## src/design/bms_pkg.sv

```systemverilog
// Shared constants, types and helpers for the bilinear map scaler.
// No dependencies; every other design file refers to it by scoped names.
package bms_pkg;

    // Map geometry: both sides are powers of two, split into four parity banks.
    localparam int MAP_COL_BITS    = 9;
    localparam int MAP_ROW_BITS    = 9;
    localparam int MAP_WIDTH       = 1 << MAP_COL_BITS;
    localparam int MAP_HEIGHT      = 1 << MAP_ROW_BITS;
    localparam int MAP_ADDR_BITS   = MAP_COL_BITS + MAP_ROW_BITS;
    localparam int MAX_OUTPUT_SIDE = 2048;

    localparam int BANK_COL_BITS  = MAP_COL_BITS - 1;
    localparam int BANK_ROW_BITS  = MAP_ROW_BITS - 1;
    localparam int BANK_ADDR_BITS = BANK_COL_BITS + BANK_ROW_BITS;
    localparam int BANK_DEPTH     = 1 << BANK_ADDR_BITS;
    localparam int NUM_BANKS      = 4;
    localparam int BANK_SEL_BITS  = 2;

    // Field widths.
    localparam int PIX_BITS        = $clog2(MAX_OUTPUT_SIDE);
    localparam int TEXEL_ADDR_BITS = 18;
    localparam int COLOR_BITS      = 32;
    localparam int RGB_BITS        = 24;
    localparam int CHAN_BITS       = 8;
    localparam int NUM_CHANS       = 3;
    localparam int VIEW_BITS       = 9;
    localparam int STEP_BITS       = 24;

    // Fixed-point position and weights.
    localparam int FRAC_BITS    = 14;
    localparam int FRAC_MASK    = 16383;
    localparam int WEIGHT_SHIFT = 20;
    localparam int WEIGHT_FULL  = 255;
    localparam int WEIGHT_BITS  = 8;
    localparam int WPROD_BITS   = 2 * FRAC_BITS;
    localparam int CPROD_BITS   = CHAN_BITS + WEIGHT_BITS;
    localparam int CSUM_BITS    = CHAN_BITS + 2;
    localparam int PROD_BITS    = PIX_BITS + STEP_BITS;
    localparam int POS_BITS     = PROD_BITS + 1;
    localparam int INT_BITS     = POS_BITS - FRAC_BITS;

    localparam logic [STEP_BITS-1:0] STEP_RESET = STEP_BITS'(16384);

    // Configuration port.
    localparam int APB_ADDR_BITS = 4;
    localparam int APB_DATA_BITS = 32;

    typedef enum logic {
        MODE_LOAD   = 1'b0,
        MODE_RENDER = 1'b1
    } t_mode;

    typedef enum logic [1:0] {
        REG_VIEW_LEFT = 2'd0,
        REG_VIEW_TOP  = 2'd1,
        REG_STEP_X    = 2'd2,
        REG_STEP_Y    = 2'd3
    } t_reg_idx;

    typedef struct packed {
        logic [VIEW_BITS-1:0] view_left;
        logic [VIEW_BITS-1:0] view_top;
        logic [STEP_BITS-1:0] step_x;
        logic [STEP_BITS-1:0] step_y;
    } t_cfg;

    // Stage enables of the pipeline, driven by the top level.
    typedef struct packed {
        logic en1;
        logic en2;
        logic en3;
        logic adv_o;
    } t_pipe_ctl;

    // One request after position calculation.
    typedef struct packed {
        t_mode                     mode;
        logic [MAP_COL_BITS-1:0]   col0;
        logic [MAP_COL_BITS-1:0]   col1;
        logic [MAP_ROW_BITS-1:0]   row0;
        logic [MAP_ROW_BITS-1:0]   row1;
        logic [FRAC_BITS-1:0]      fx;
        logic [FRAC_BITS-1:0]      fy;
        logic                      load_ok;
        logic [BANK_SEL_BITS-1:0]  load_bank;
        logic [BANK_ADDR_BITS-1:0] load_index;
        logic [COLOR_BITS-1:0]     color;
        logic [PIX_BITS-1:0]       px;
        logic [PIX_BITS-1:0]       py;
    } t_sample;

    // Bank number of a texel: row parity above column parity.
    function automatic logic [BANK_SEL_BITS-1:0] bank_of(
        input logic [MAP_ROW_BITS-1:0] row,
        input logic [MAP_COL_BITS-1:0] col
    );
        return {row[0], col[0]};
    endfunction

    // Entry of a texel within its bank.
    function automatic logic [BANK_ADDR_BITS-1:0] bank_index(
        input logic [MAP_ROW_BITS-1:0] row,
        input logic [MAP_COL_BITS-1:0] col
    );
        return {row[MAP_ROW_BITS-1:1], col[MAP_COL_BITS-1:1]};
    endfunction

endpackage

```

## src/design/bms_cfg_regs.sv

```systemverilog
// APB-style configuration registers of the bilinear map scaler.
// Depends on bms_pkg for the register map and the configuration struct.
module bms_cfg_regs (
    input  logic                                i_clk,
    input  logic                                i_rst_n,
    input  logic                                psel,
    input  logic                                penable,
    input  logic                                pwrite,
    input  logic [bms_pkg::APB_ADDR_BITS-1:0]   paddr,
    input  logic [bms_pkg::APB_DATA_BITS-1:0]   pwdata,
    output logic [bms_pkg::APB_DATA_BITS-1:0]   prdata,
    output logic                                pready,
    output bms_pkg::t_cfg                       o_cfg
);

    bms_pkg::t_cfg    r_cfg;
    bms_pkg::t_cfg    n_cfg;
    bms_pkg::t_reg_idx w_idx;
    logic             w_write;

    assign w_idx   = bms_pkg::t_reg_idx'(paddr[3:2]);
    assign w_write = psel && penable && pwrite;
    assign pready  = 1'b1;
    assign o_cfg   = r_cfg;

    always_comb begin
        n_cfg = r_cfg;
        if (w_write) begin
            case (w_idx)
                bms_pkg::REG_VIEW_LEFT: n_cfg.view_left = pwdata[bms_pkg::VIEW_BITS-1:0];
                bms_pkg::REG_VIEW_TOP:  n_cfg.view_top  = pwdata[bms_pkg::VIEW_BITS-1:0];
                bms_pkg::REG_STEP_X:    n_cfg.step_x    = pwdata[bms_pkg::STEP_BITS-1:0];
                bms_pkg::REG_STEP_Y:    n_cfg.step_y    = pwdata[bms_pkg::STEP_BITS-1:0];
                default: n_cfg = r_cfg;
            endcase
        end
    end

    always_ff @(posedge i_clk) begin
        if (!i_rst_n) begin
            r_cfg.view_left <= '0;
            r_cfg.view_top  <= '0;
            r_cfg.step_x    <= bms_pkg::STEP_RESET;
            r_cfg.step_y    <= bms_pkg::STEP_RESET;
        end else begin
            r_cfg <= n_cfg;
        end
    end

    always_comb begin
        case (w_idx)
            bms_pkg::REG_VIEW_LEFT: prdata = bms_pkg::APB_DATA_BITS'(r_cfg.view_left);
            bms_pkg::REG_VIEW_TOP:  prdata = bms_pkg::APB_DATA_BITS'(r_cfg.view_top);
            bms_pkg::REG_STEP_X:    prdata = bms_pkg::APB_DATA_BITS'(r_cfg.step_x);
            bms_pkg::REG_STEP_Y:    prdata = bms_pkg::APB_DATA_BITS'(r_cfg.step_y);
            default:                prdata = '0;
        endcase
    end

endmodule

```

## config.mk

```make
export PLATFORM = sky130hd
export DESIGN_NAME = bms_cfg_regs
export DESIGN_NICKNAME = d
export VERILOG_FILES = /design/src/design/bms_pkg.sv /design/src/design/bms_cfg_regs.sv
export SDC_FILE = /design/constraint.sdc
export NUM_CORES = 1
export LEC_CHECK = 0
export BUFFER_PORTS_ARGS = -buffer_cell sky130_fd_sc_hd__buf_2
export CAP_MARGIN = 10
export CELL_PAD_IN_SITES_DETAIL_PLACEMENT = 2
export CELL_PAD_IN_SITES_GLOBAL_PLACEMENT = 2
export CORE_ASPECT_RATIO = 0.5
export CORE_UTILIZATION = 27
export CTS_CLUSTER_DIAMETER = 100
export CTS_CLUSTER_SIZE = 24
export DETAILED_ROUTE_END_ITERATION = 12
export PLACE_DENSITY = 0.81
export SKIP_LAST_GASP = 1
export SYNTH_ARGS = -nofsm -noshare
export SYNTH_HDL_FRONTEND = slang
export SYNTH_SLANG_ARGS = --single-unit
```

## constraint.sdc

```tcl
create_clock -name i_clk -period 1.53 [get_ports i_clk]
set_input_delay 0.306 -clock i_clk [delete_from_list [all_inputs] [get_ports i_clk]]
set_output_delay 0.306 -clock i_clk [all_outputs]
set_load 0.1 [all_outputs]
```

==> summary.md <==
| Metric | Value |
|---|---|
| CP Class | `reg2out` |
| Routed len/inst | `19.6 um` |
| Final Skew | `0 ns` |
| Die Y-Extent | `77.0 um` |
| Placement row count | `26` |
| Slew Viols, Final | `0` |
| Initial DRT Pass Iterations | `8` |
| Core ar. | `10,600 um2` |
| Peak per-stage delay on the critical path | `0.48 ns` |
| Pwr Density | `956 nW/um2` |
| Top-Level Pins | `140` |
| Gr ovfl total | `0` |
| Flip-flop and latch count after synthesis | `66` |
| Starting Density | `0.287` |
| Cells after synthesis | `300` |
| Maximum VDD drop | `467 uV` |
| Top cells by count, synth | `nand2_1 (87), mux2i_1 (81), dfxtp_1 (66)` |
| Crit-path cells | `mux4_2 > buf_6` |
| CP max-delay cell | `mux4_2` |
| # diodes | `0` |
| Largest net degree at the start of global routing | `48` |
| CTS tree | `built` |
| Die ar. | `11,700 um2` |
| Clk Latency, worst-skew pair | `0.32 ns` |
| Max Root-Sink Buffers | `2` |
| Max FFs per register | `66` |
| CP Launch Type | `register` |
| Setup TNS | `-1.07 ns` |
| Fmax achieved | `597 MHz` |
| FF-to-FF setup slack | `0.82 ns` |
| Final setup fails | `9` |
| Cell variety after synth | `15` |
| Avg Cell Area, Syn | `10.1 um2` |
| Share of the synthesized area in the top cell type | `0.435` |
| Pleak | `2.32 nW` |
| Tmin final | `1.68 ns` |
| Worst-path fanout max | `3` |
| CP Buf/Inv Count | `1` |
| Initial antenna violation count | `0` |
| Final Hold Viols | `0` |
| Max Cap Viol | `0` |
| Antenna Violating Nets Remaining | `0` |
| Top cells by area, synth | `dfxtp_1 (44%), mux2i_1 (27%), nand2_1 (11%), mux4_2 (6.7%), nor2b_1 (3.7%)` |
| Layout Nets | `473` |
| Dominant synthesized flop cell | `dfxtp_1` |
| Ys Warns | `0` |
| HPWL after DPL | `7.25 mm` |
| Run status | `finished, violations left` |
| Vias per cell | `4.62` |
| Ys async rst share | `0` |
| Area Growth Syn to Fin | `64.2%` |
| Post-synth EDFFs | `0` |
| Fill cells | `1,079` |
| Root buffer cell | `clkbuf_16` |
| Vias in the first global route | `3,034` |
| Number of hold buffers added after CTS | `0` |
| Fin crit share | `1.10` |
| Setup ws final | `-0.146 ns` |
| Arrival @ worst endpoint | `1.37 ns` |
| Share of cells above drive strength 1 | `0.602` |
| First-pass GRT wire length | `16.6 mm` |
| Hold Path Class | `in2reg` |
| GRT Resource Usage Total | `0.183` |
| Final wirelength | `11.3 mm` |
| Register area share after synthesis | `0.435` |
| Die X | `152 um` |
| Place WS | `-0.190 ns` |
| Synthesized area | `3030 um2` |
| H-tree depth | `3` |
| Crit path required time | `1.22 ns` |
| Placer congestion estimate | `0.685` |
| Failing checks | `DRC, setup timing` |
| Tot Pwr | `4.76 mW` |
| Clock buffer count from CTS | `9` |
| DRT iter0 DRCs | `48` |
| Count leader, synth | `nand2_1` |
| Post-synth top area cell | `dfxtp_1` |
| Vias | `2,668` |
| Delay-heaviest family, CP | `multiplexers` |
| # DRC | `8` |
| Clock Pin Slew Worst Setup and Hold Paths | `0.06 ns` |
| IO buf count | `120` |
| Unrepaired setup endpoints after global routing | `true` |
| Crit path capture type | `output pin` |
| Number of clock sinks | `66` |
layout by cell type (no fill, tap or decap), types with 2 or more instances in the layout:
| master | count |
|---|---|
| buf_4 | 16 |
| buf_6 | 11 |
| nand2_1 | 87 |
| mux2i_2 | 7 |
| dfxtp_4 | 66 |
| bufinv_16 | 3 |
| buf_2 | 95 |
| clkbuf_16 | 10 |
| clkinv_4 | 2 |
| conb_1 | 9 |
| buf_12 | 23 |
| mux4_2 | 9 |
| mux2i_1 | 73 |
| nor2b_4 | 15 |
| nor2b_1 | 3 |
report_power, final:
| part | total, mW | leakage, nW | switching, mW | internal [mW] |
|---|---|---|---|---|
| Clock | 2.40 | 0.163 | 0.799 | 1.60 |
| Combinational | 0.706 | 1.57 | 0.503 | 0.203 |
| Sequential | 1.66 | 0.584 | 0.0198 | 1.64 |
worst reg2reg max path: stages (launching register included):
cell	delay, ns
dfxtp_4	0.34
nor2b_1	0.14
mux2i_1	0.10
layer usage:
metal  part of all wire  track usage  vias up
met2               0.57        0.373       62
met5                  0            0        -
met1               0.39        0.186     1340
met4              0.014       0.0561        0
met3              0.028       0.0396       14
li1                   -            -     1252
final timing paths:
path / from / end / cells after the start
setup / recovery: o_cfg[55] / prdata[7] / 2
hold / removal: pwdata[22] / o_cfg[22] / 3
setup reg to reg: o_cfg[14] / o_cfg[14] / 2
hold reg to reg: o_cfg[24] / o_cfg[24] / 2
repair_timing:
item | 4_1_cts | 5_1_grt
setup endpoints to repair | 13 | 20
pin swaps | 0 | 0
buffers inserted | 5 | 0
gates cloned | 0 | 1
resized for setup | 22 | 7
layout make-up:
type                            instances  area [um2]  area share
Multi-Input combinational cell        209        1690       0.339
Sequential cell                        66        1570       0.315
Timing Repair Buffer                  146        1200       0.242
Clock buffer                           10         229      0.0460
Tap cell                              140         175      0.0352
Clock inverter                          6         115      0.0231
per-stage QoR:
step	utilization	cells	hold WS (ns)	instance area [um2]
floorplan	-	307	0.457	3470
global placement	0.422	555	0.464	4470
detailed placement	0.422	555	0.474	4470
CTS	0.466	576	0.237	4930
global route	0.471	577	0.252	4980
finish	0.471	577	0.249	4980
kinds of logic (layout without fill, tap and decap cells):
logic type | Yosys count | count (layout) | synth area share
buffers and inverters | 32 | 162 | 0.0685
other | 2 | 9 | 0.00248
flip-flops | 66 | 66 | 0.435
AND/OR/NAND/NOR | 110 | 110 | 0.160
multiplexers | 90 | 90 | 0.334
(Power assumes the default switching activity.)
