$ cat config.mk
export PLATFORM = sky130hd
export DESIGN_NAME = bms_blend
export DESIGN_NICKNAME = d
export VERILOG_FILES = /design/src/design/bms_pkg.sv /design/src/design/bms_blend.sv
export SDC_FILE = /design/constraint.sdc
export NUM_CORES = 2
export LEC_CHECK = 0
export ABC_AREA = 0
export BUFFER_PORTS_ARGS = -buffer_cell sky130_fd_sc_hd__buf_2
export CAP_MARGIN = 20
export CORE_MARGIN = 2
export CORE_UTILIZATION = 50
export DETAILED_ROUTE_END_ITERATION = 6
export PLACE_DENSITY = 0.67
export SYNTH_ARGS = -nofsm -noshare
export SYNTH_HDL_FRONTEND = slang
export SYNTH_SLANG_ARGS = --single-unit
$ cat constraint.sdc
create_clock -name i_clk -period 14.1 [get_ports i_clk]
set_input_delay 2.82 -clock i_clk [delete_from_list [all_inputs] [get_ports i_clk]]
set_output_delay 2.82 -clock i_clk [all_outputs]
set_load 0.005 [all_outputs]
$ cat src/design/bms_pkg.sv
// Shared constants, types and helpers for the bilinear map scaler.
// No dependencies; every other design file refers to it by scoped names.
package bms_pkg;

    // Map geometry: both sides are powers of two, split into four parity banks.
    localparam int MAP_COL_BITS    = 9;
    localparam int MAP_ROW_BITS    = 9;
    localparam int MAP_WIDTH       = 1 << MAP_COL_BITS;
    localparam int MAP_HEIGHT      = 1 << MAP_ROW_BITS;
    localparam int MAP_ADDR_BITS   = MAP_COL_BITS + MAP_ROW_BITS;
    localparam int MAX_OUTPUT_SIDE = 2048;

    localparam int BANK_COL_BITS  = MAP_COL_BITS - 1;
    localparam int BANK_ROW_BITS  = MAP_ROW_BITS - 1;
    localparam int BANK_ADDR_BITS = BANK_COL_BITS + BANK_ROW_BITS;
    localparam int BANK_DEPTH     = 1 << BANK_ADDR_BITS;
    localparam int NUM_BANKS      = 4;
    localparam int BANK_SEL_BITS  = 2;

    // Field widths.
    localparam int PIX_BITS        = $clog2(MAX_OUTPUT_SIDE);
    localparam int TEXEL_ADDR_BITS = 18;
    localparam int COLOR_BITS      = 32;
    localparam int RGB_BITS        = 24;
    localparam int CHAN_BITS       = 8;
    localparam int NUM_CHANS       = 3;
    localparam int VIEW_BITS       = 9;
    localparam int STEP_BITS       = 24;

    // Fixed-point position and weights.
    localparam int FRAC_BITS    = 14;
    localparam int FRAC_MASK    = 16383;
    localparam int WEIGHT_SHIFT = 20;
    localparam int WEIGHT_FULL  = 255;
    localparam int WEIGHT_BITS  = 8;
    localparam int WPROD_BITS   = 2 * FRAC_BITS;
    localparam int CPROD_BITS   = CHAN_BITS + WEIGHT_BITS;
    localparam int CSUM_BITS    = CHAN_BITS + 2;
    localparam int PROD_BITS    = PIX_BITS + STEP_BITS;
    localparam int POS_BITS     = PROD_BITS + 1;
    localparam int INT_BITS     = POS_BITS - FRAC_BITS;

    localparam logic [STEP_BITS-1:0] STEP_RESET = STEP_BITS'(16384);

    // Configuration port.
    localparam int APB_ADDR_BITS = 4;
    localparam int APB_DATA_BITS = 32;

    typedef enum logic {
        MODE_LOAD   = 1'b0,
        MODE_RENDER = 1'b1
    } t_mode;

    typedef enum logic [1:0] {
        REG_VIEW_LEFT = 2'd0,
        REG_VIEW_TOP  = 2'd1,
        REG_STEP_X    = 2'd2,
        REG_STEP_Y    = 2'd3
    } t_reg_idx;

    typedef struct packed {
        logic [VIEW_BITS-1:0] view_left;
        logic [VIEW_BITS-1:0] view_top;
        logic [STEP_BITS-1:0] step_x;
        logic [STEP_BITS-1:0] step_y;
    } t_cfg;

    // Stage enables of the pipeline, driven by the top level.
    typedef struct packed {
        logic en1;
        logic en2;
        logic en3;
        logic adv_o;
    } t_pipe_ctl;

    // One request after position calculation.
    typedef struct packed {
        t_mode                     mode;
        logic [MAP_COL_BITS-1:0]   col0;
        logic [MAP_COL_BITS-1:0]   col1;
        logic [MAP_ROW_BITS-1:0]   row0;
        logic [MAP_ROW_BITS-1:0]   row1;
        logic [FRAC_BITS-1:0]      fx;
        logic [FRAC_BITS-1:0]      fy;
        logic                      load_ok;
        logic [BANK_SEL_BITS-1:0]  load_bank;
        logic [BANK_ADDR_BITS-1:0] load_index;
        logic [COLOR_BITS-1:0]     color;
        logic [PIX_BITS-1:0]       px;
        logic [PIX_BITS-1:0]       py;
    } t_sample;

    // Bank number of a texel: row parity above column parity.
    function automatic logic [BANK_SEL_BITS-1:0] bank_of(
        input logic [MAP_ROW_BITS-1:0] row,
        input logic [MAP_COL_BITS-1:0] col
    );
        return {row[0], col[0]};
    endfunction

    // Entry of a texel within its bank.
    function automatic logic [BANK_ADDR_BITS-1:0] bank_index(
        input logic [MAP_ROW_BITS-1:0] row,
        input logic [MAP_COL_BITS-1:0] col
    );
        return {row[MAP_ROW_BITS-1:1], col[MAP_COL_BITS-1:1]};
    endfunction

endpackage

$ cat src/design/bms_blend.sv
// Weight calculation and bilinear blend of the four neighbour texels into one RGB pixel.
// Depends on bms_pkg for widths and the sample struct.
module bms_blend (
    input  logic                                                  i_clk,
    input  bms_pkg::t_pipe_ctl                                    i_ctl,
    input  bms_pkg::t_sample                                      i_sample,
    input  logic [bms_pkg::NUM_BANKS-1:0][bms_pkg::COLOR_BITS-1:0] i_texel,
    output logic [bms_pkg::RGB_BITS-1:0]                          o_pixel_color,
    output logic [bms_pkg::PIX_BITS-1:0]                          o_out_x,
    output logic [bms_pkg::PIX_BITS-1:0]                          o_out_y
);

    localparam logic [bms_pkg::FRAC_BITS-1:0] FMASK =
        bms_pkg::FRAC_BITS'(bms_pkg::FRAC_MASK);
    localparam logic [bms_pkg::WEIGHT_BITS-1:0] WFULL =
        bms_pkg::WEIGHT_BITS'(bms_pkg::WEIGHT_FULL);

    logic [bms_pkg::FRAC_BITS-1:0]   w_nfx;
    logic [bms_pkg::FRAC_BITS-1:0]   w_nfy;
    logic [bms_pkg::WPROD_BITS-1:0]  w_p0;
    logic [bms_pkg::WPROD_BITS-1:0]  w_p1;
    logic [bms_pkg::WPROD_BITS-1:0]  w_p2;
    logic [bms_pkg::NUM_BANKS-1:0][bms_pkg::WEIGHT_BITS-1:0]   n_w;
    logic [bms_pkg::NUM_BANKS-1:0][bms_pkg::WEIGHT_BITS-1:0]   r_w;
    logic [bms_pkg::NUM_BANKS-1:0][bms_pkg::BANK_SEL_BITS-1:0] n_sel;
    logic [bms_pkg::NUM_BANKS-1:0][bms_pkg::BANK_SEL_BITS-1:0] r_sel;
    logic [bms_pkg::PIX_BITS-1:0]    r_px;
    logic [bms_pkg::PIX_BITS-1:0]    r_py;

    logic [bms_pkg::RGB_BITS-1:0]    n_pixel_color;
    logic [bms_pkg::RGB_BITS-1:0]    r_pixel_color;
    logic [bms_pkg::PIX_BITS-1:0]    r_out_x;
    logic [bms_pkg::PIX_BITS-1:0]    r_out_y;
    logic [bms_pkg::CPROD_BITS-1:0]  w_cprod;
    logic [bms_pkg::CSUM_BITS-1:0]   w_csum;

    assign w_nfx = FMASK - i_sample.fx;
    assign w_nfy = FMASK - i_sample.fy;
    assign w_p0  = bms_pkg::WPROD_BITS'(w_nfx) * bms_pkg::WPROD_BITS'(w_nfy);
    assign w_p1  = bms_pkg::WPROD_BITS'(i_sample.fx) * bms_pkg::WPROD_BITS'(w_nfy);
    assign w_p2  = bms_pkg::WPROD_BITS'(w_nfx) * bms_pkg::WPROD_BITS'(i_sample.fy);

    always_comb begin
        n_w[0] = w_p0[bms_pkg::WEIGHT_SHIFT +: bms_pkg::WEIGHT_BITS];
        n_w[1] = w_p1[bms_pkg::WEIGHT_SHIFT +: bms_pkg::WEIGHT_BITS];
        n_w[2] = w_p2[bms_pkg::WEIGHT_SHIFT +: bms_pkg::WEIGHT_BITS];
        // The last weight takes up the remainder, modulo 256.
        n_w[3] = WFULL - n_w[0] - n_w[1] - n_w[2];

        n_sel[0] = bms_pkg::bank_of(i_sample.row0, i_sample.col0);
        n_sel[1] = bms_pkg::bank_of(i_sample.row0, i_sample.col1);
        n_sel[2] = bms_pkg::bank_of(i_sample.row1, i_sample.col0);
        n_sel[3] = bms_pkg::bank_of(i_sample.row1, i_sample.col1);
    end

    // Weights travel alongside the bank reads issued in the same cycle.
    always_ff @(posedge i_clk) begin
        if (i_ctl.en3) begin
            r_w   <= n_w;
            r_sel <= n_sel;
            r_px  <= i_sample.px;
            r_py  <= i_sample.py;
        end
    end

    always_comb begin
        n_pixel_color = '0;
        w_cprod       = '0;
        w_csum        = '0;
        for (int c = 0; c < bms_pkg::NUM_CHANS; c++) begin
            w_csum = '0;
            for (int k = 0; k < bms_pkg::NUM_BANKS; k++) begin
                w_cprod = bms_pkg::CPROD_BITS'(i_texel[r_sel[k]][c*bms_pkg::CHAN_BITS +:
                                                                   bms_pkg::CHAN_BITS])
                        * bms_pkg::CPROD_BITS'(r_w[k]);
                w_csum  = w_csum + bms_pkg::CSUM_BITS'(
                              w_cprod[bms_pkg::CPROD_BITS-1:bms_pkg::WEIGHT_BITS]);
            end
            n_pixel_color[c*bms_pkg::CHAN_BITS +: bms_pkg::CHAN_BITS] =
                w_csum[bms_pkg::CHAN_BITS-1:0];
        end
    end

    always_ff @(posedge i_clk) begin
        if (i_ctl.adv_o) begin
            r_pixel_color <= n_pixel_color;
            r_out_x       <= r_px;
            r_out_y       <= r_py;
        end
    end

    assign o_pixel_color = r_pixel_color;
    assign o_out_x       = r_out_x;
    assign o_out_y       = r_out_y;

endmodule

==> metrics.md <==
| Metric | Value |
|---|---|
| Outcome | `finished clean` |
| Post-Route WL | `117700 um` |
| Crit path launch | `i_sample[93]` |
| H-tree lvl count | `3` |
| TritonCTS Buffers | `9` |
| Global routing usage on met2 | `0.4496` |
| Critical Path End Type | `register` |
| Vias in the first global route | `36950` |
| Final Max Slew Viols | `0` |
| Post-layout nets | `7119` |
| Final worst path period need | `11.39 ns` |
| Routability cong. | `0.8974` |
| Tightest Pin Transition | `1.137 ns` |
| Grt total ovfl | `0` |
| Worst r2r src | `r_sel[5]$_DFFE_PP_` |
| Largest net degree at the start of global routing | `67` |
| Synth Warn # | `0` |
| Syn Area/Cell | `9.272 um2` |
| Clock Skew | `0.01485 ns` |
| Syn_nets | `7061` |
| Crit share post-route | `0.8078` |
| Die X-Extent | `314.7 um` |
| Buffers and inverters on the worst path | `5` |
| Antenna Violating Nets Remaining | `0` |
| Most common cell after layout, fill and taps aside | `inv_1` |
| Initial Util | `0.5066` |
| Hold Startpoint | `r_py[7]$_DFFE_PP_` |
| Type of the worst setup path | `in2reg` |
| Die Ht | `314.7 um` |
| Max cap viols | `0` |
| Delay-heaviest family, CP | `adder cells` |
| TritonCTS Sinks | `104` |
| FF+latch count, synth | `104` |
| Setup violations, final | `0` |
| Remaining routing DRC violations | `0` |
| Cell area after synthesis | `48280 um2` |
| Clk pin slew, worst setup/hold paths | `0.09 ns` |
| Fraction of registers with async set/reset | `0` |
| HPWL after DPL | `93700 um` |
| CTS max path bufs | `2` |
| Area Overhead vs Synth | `5.175%` |
| Num rows | `113` |
| Compound-Gate Fraction of Synth Area | `0.03763` |
| CP max FO | `42` |
| GR met3 Demand/Resource | `0.01921` |
| Resized Gates After CTS | `0` |
| Port Buf Inserts | `198` |
| Hold Fails Final Rpt | `0` |
| Busiest metal layer after global routing | `met2` |
| Synth Area in Adders | `0.5485` |
| DRT iter0 DRCs | `1682` |
| Clock latency on the worst-skew pair | `0.41 ns` |
| DR vias | `34470` |
| Final Instance Area | `50780 um2` |
| Seq/Total Area, Yosys | `0.06468` |
| Most frequent cells in the layout | `1169 x inv_1, 889 x fa_1, 694 x ha_1` |
| Crit start category | `input port` |
| Post-synth EDFFs | `104` |
| Core ar. | `95290 um2` |
| Clock tree from TritonCTS | `built` |
| RSZ-0062 raised after global routing | `false` |
| Fraction of layout cells with a size suffix above 1 | `0.08824` |
| Sum of negative setup slack | `0 ns` |
| Hold_buf cts | `0` |
| DRT Pass-1 Iters | `5` |
| Yosys cell types | `72` |
| Cell Area, Placed | `50450 um2` |
| Initial antenna violation count | `6` |
| CP peak stage delay | `0.73 ns` |
| Post-CTS Repair Setup Buffers | `0` |
| Largest family of logic cells by synthesized area | `adder cells` |
| Synth Flop Type | `edfxtp_1` |
| Gate count of the mapped netlist | `5207` |
| Critical path data required time | `14.24 ns` |
| First-pass GRT wire length | `193500 um` |
| Fin util | `0.5329` |
| Io pins | `317` |
| Slowest cell on the critical path | `buf_2` |
| FMAX | `0.08779 GHz` |
| Mux cell area share after synthesis | `0.03607` |
| Worst slew margin | `0.2420` |
| Worst hold slack | `0.4134 ns` |
| Post-Synth Simple-Gate Area | `0.1788` |
| CP Data Arrival Time | `11.53 ns` |
| Root Buffer | `clkbuf_16` |
| Xor/xnor share of the synthesized area | `0.02734` |
| GR Util met1 | `0.3102` |
| Hold crit path type | `reg2reg` |
| CP dominant cell by count | `fa_1` |
| Via/cell ratio | `5.270` |
| Post-DR wirelength/cell | `17.99 um` |
| GRT Resource Usage Total | `0.2482` |
| Die area | `99060 um2` |
cells in the mapped netlist, types with 22 or more instances:
master    instances  share of area
inv_1          1169          0.091
fa_1            889           0.37
ha_1            694           0.18
nand2_1         446          0.035
and2_1          341          0.044
nand2b_1        223          0.029
nor2_1          205          0.016
nor2b_1         189          0.024
clkbuf_1        185          0.014
xnor2_1         114          0.021
or2_2           109          0.014
edfxtp_1        104          0.065
a21oi_1          97          0.010
mux4_2           58          0.027
nor3_1           44         0.0046
nand3_1          29         0.0030
xor2_1           29         0.0053
a21o_1           27         0.0042
o21ai_0          25         0.0026
o21a_1           22         0.0034
registers in the layout, summed over array words and instances, names as in the netlist:
signal         cells
r_w               32
o_pixel_color     24
o_out_x           11
o_out_y           11
r_px              11
r_py              11
r_sel              4
metrics by stage:
stage / std cells / setup slack (ns)
floorplan: 5207 / 3.775
detailed placement: 6519 / 2.155
global placement: 6519 / 2.206
global route: 6535 / 2.341
CTS: 6535 / 2.581
finish: 6541 / 2.709
worst reg2reg max path, delay by kind of cell, from the launching register on:
kind	cells	cell delay, ns
flops	1	1.08
xor+xnor	5	1.22
mux	1	0.31
simple gates	3	0.38
buf+inv	4	0.73
compound gates	8	2.24
fa+ha+maj	8	3.49
cell type report:
class | count | area (um2)
Antenna cell | 6 | 15.01
Clock buffer | 9 | 225.2
Clock inverter | 7 | 86.33
Fill cell | 8677 | 44520
Inverter | 1169 | 4388
Multi-Input combinational cell | 3733 | 39990
Sequential cell | 104 | 3123
Tap cell | 1265 | 1583
Timing Repair Buffer | 248 | 1366
kinds of logic after synthesis:
logic type,Yosys count
adder cells (fa/ha/maj),1583
flip-flops,104
AO/OA/AOI/OAI,265
buffers and inverters,1370
AND/OR/NAND/NOR,1643
XOR/XNOR,146
multiplexers,96
layer usage:
metal | wire (um) | up-vias
met5 | 24 | -
met4 | 4477 | 4
met3 | 4689 | 135
met2 | 59940 | 702
met1 | 48520 | 17660
li1 | - | 15970
final timing paths:
check / to / slack, ns / cells after the start
setup / recovery: r_w[31]$_DFFE_PP_ / 2.71 / 28
hold / removal: o_out_y[7]$_DFFE_PP_ / 0.41 / 0
setup reg to reg: o_pixel_color[7]$_DFFE_PP_ / 4.33 / 29
hold reg to reg: o_out_y[7]$_DFFE_PP_ / 0.41 / 0
Power is not shown: default switching activity piles up to over one toggle a cycle in this logic, so the estimate is an artifact.
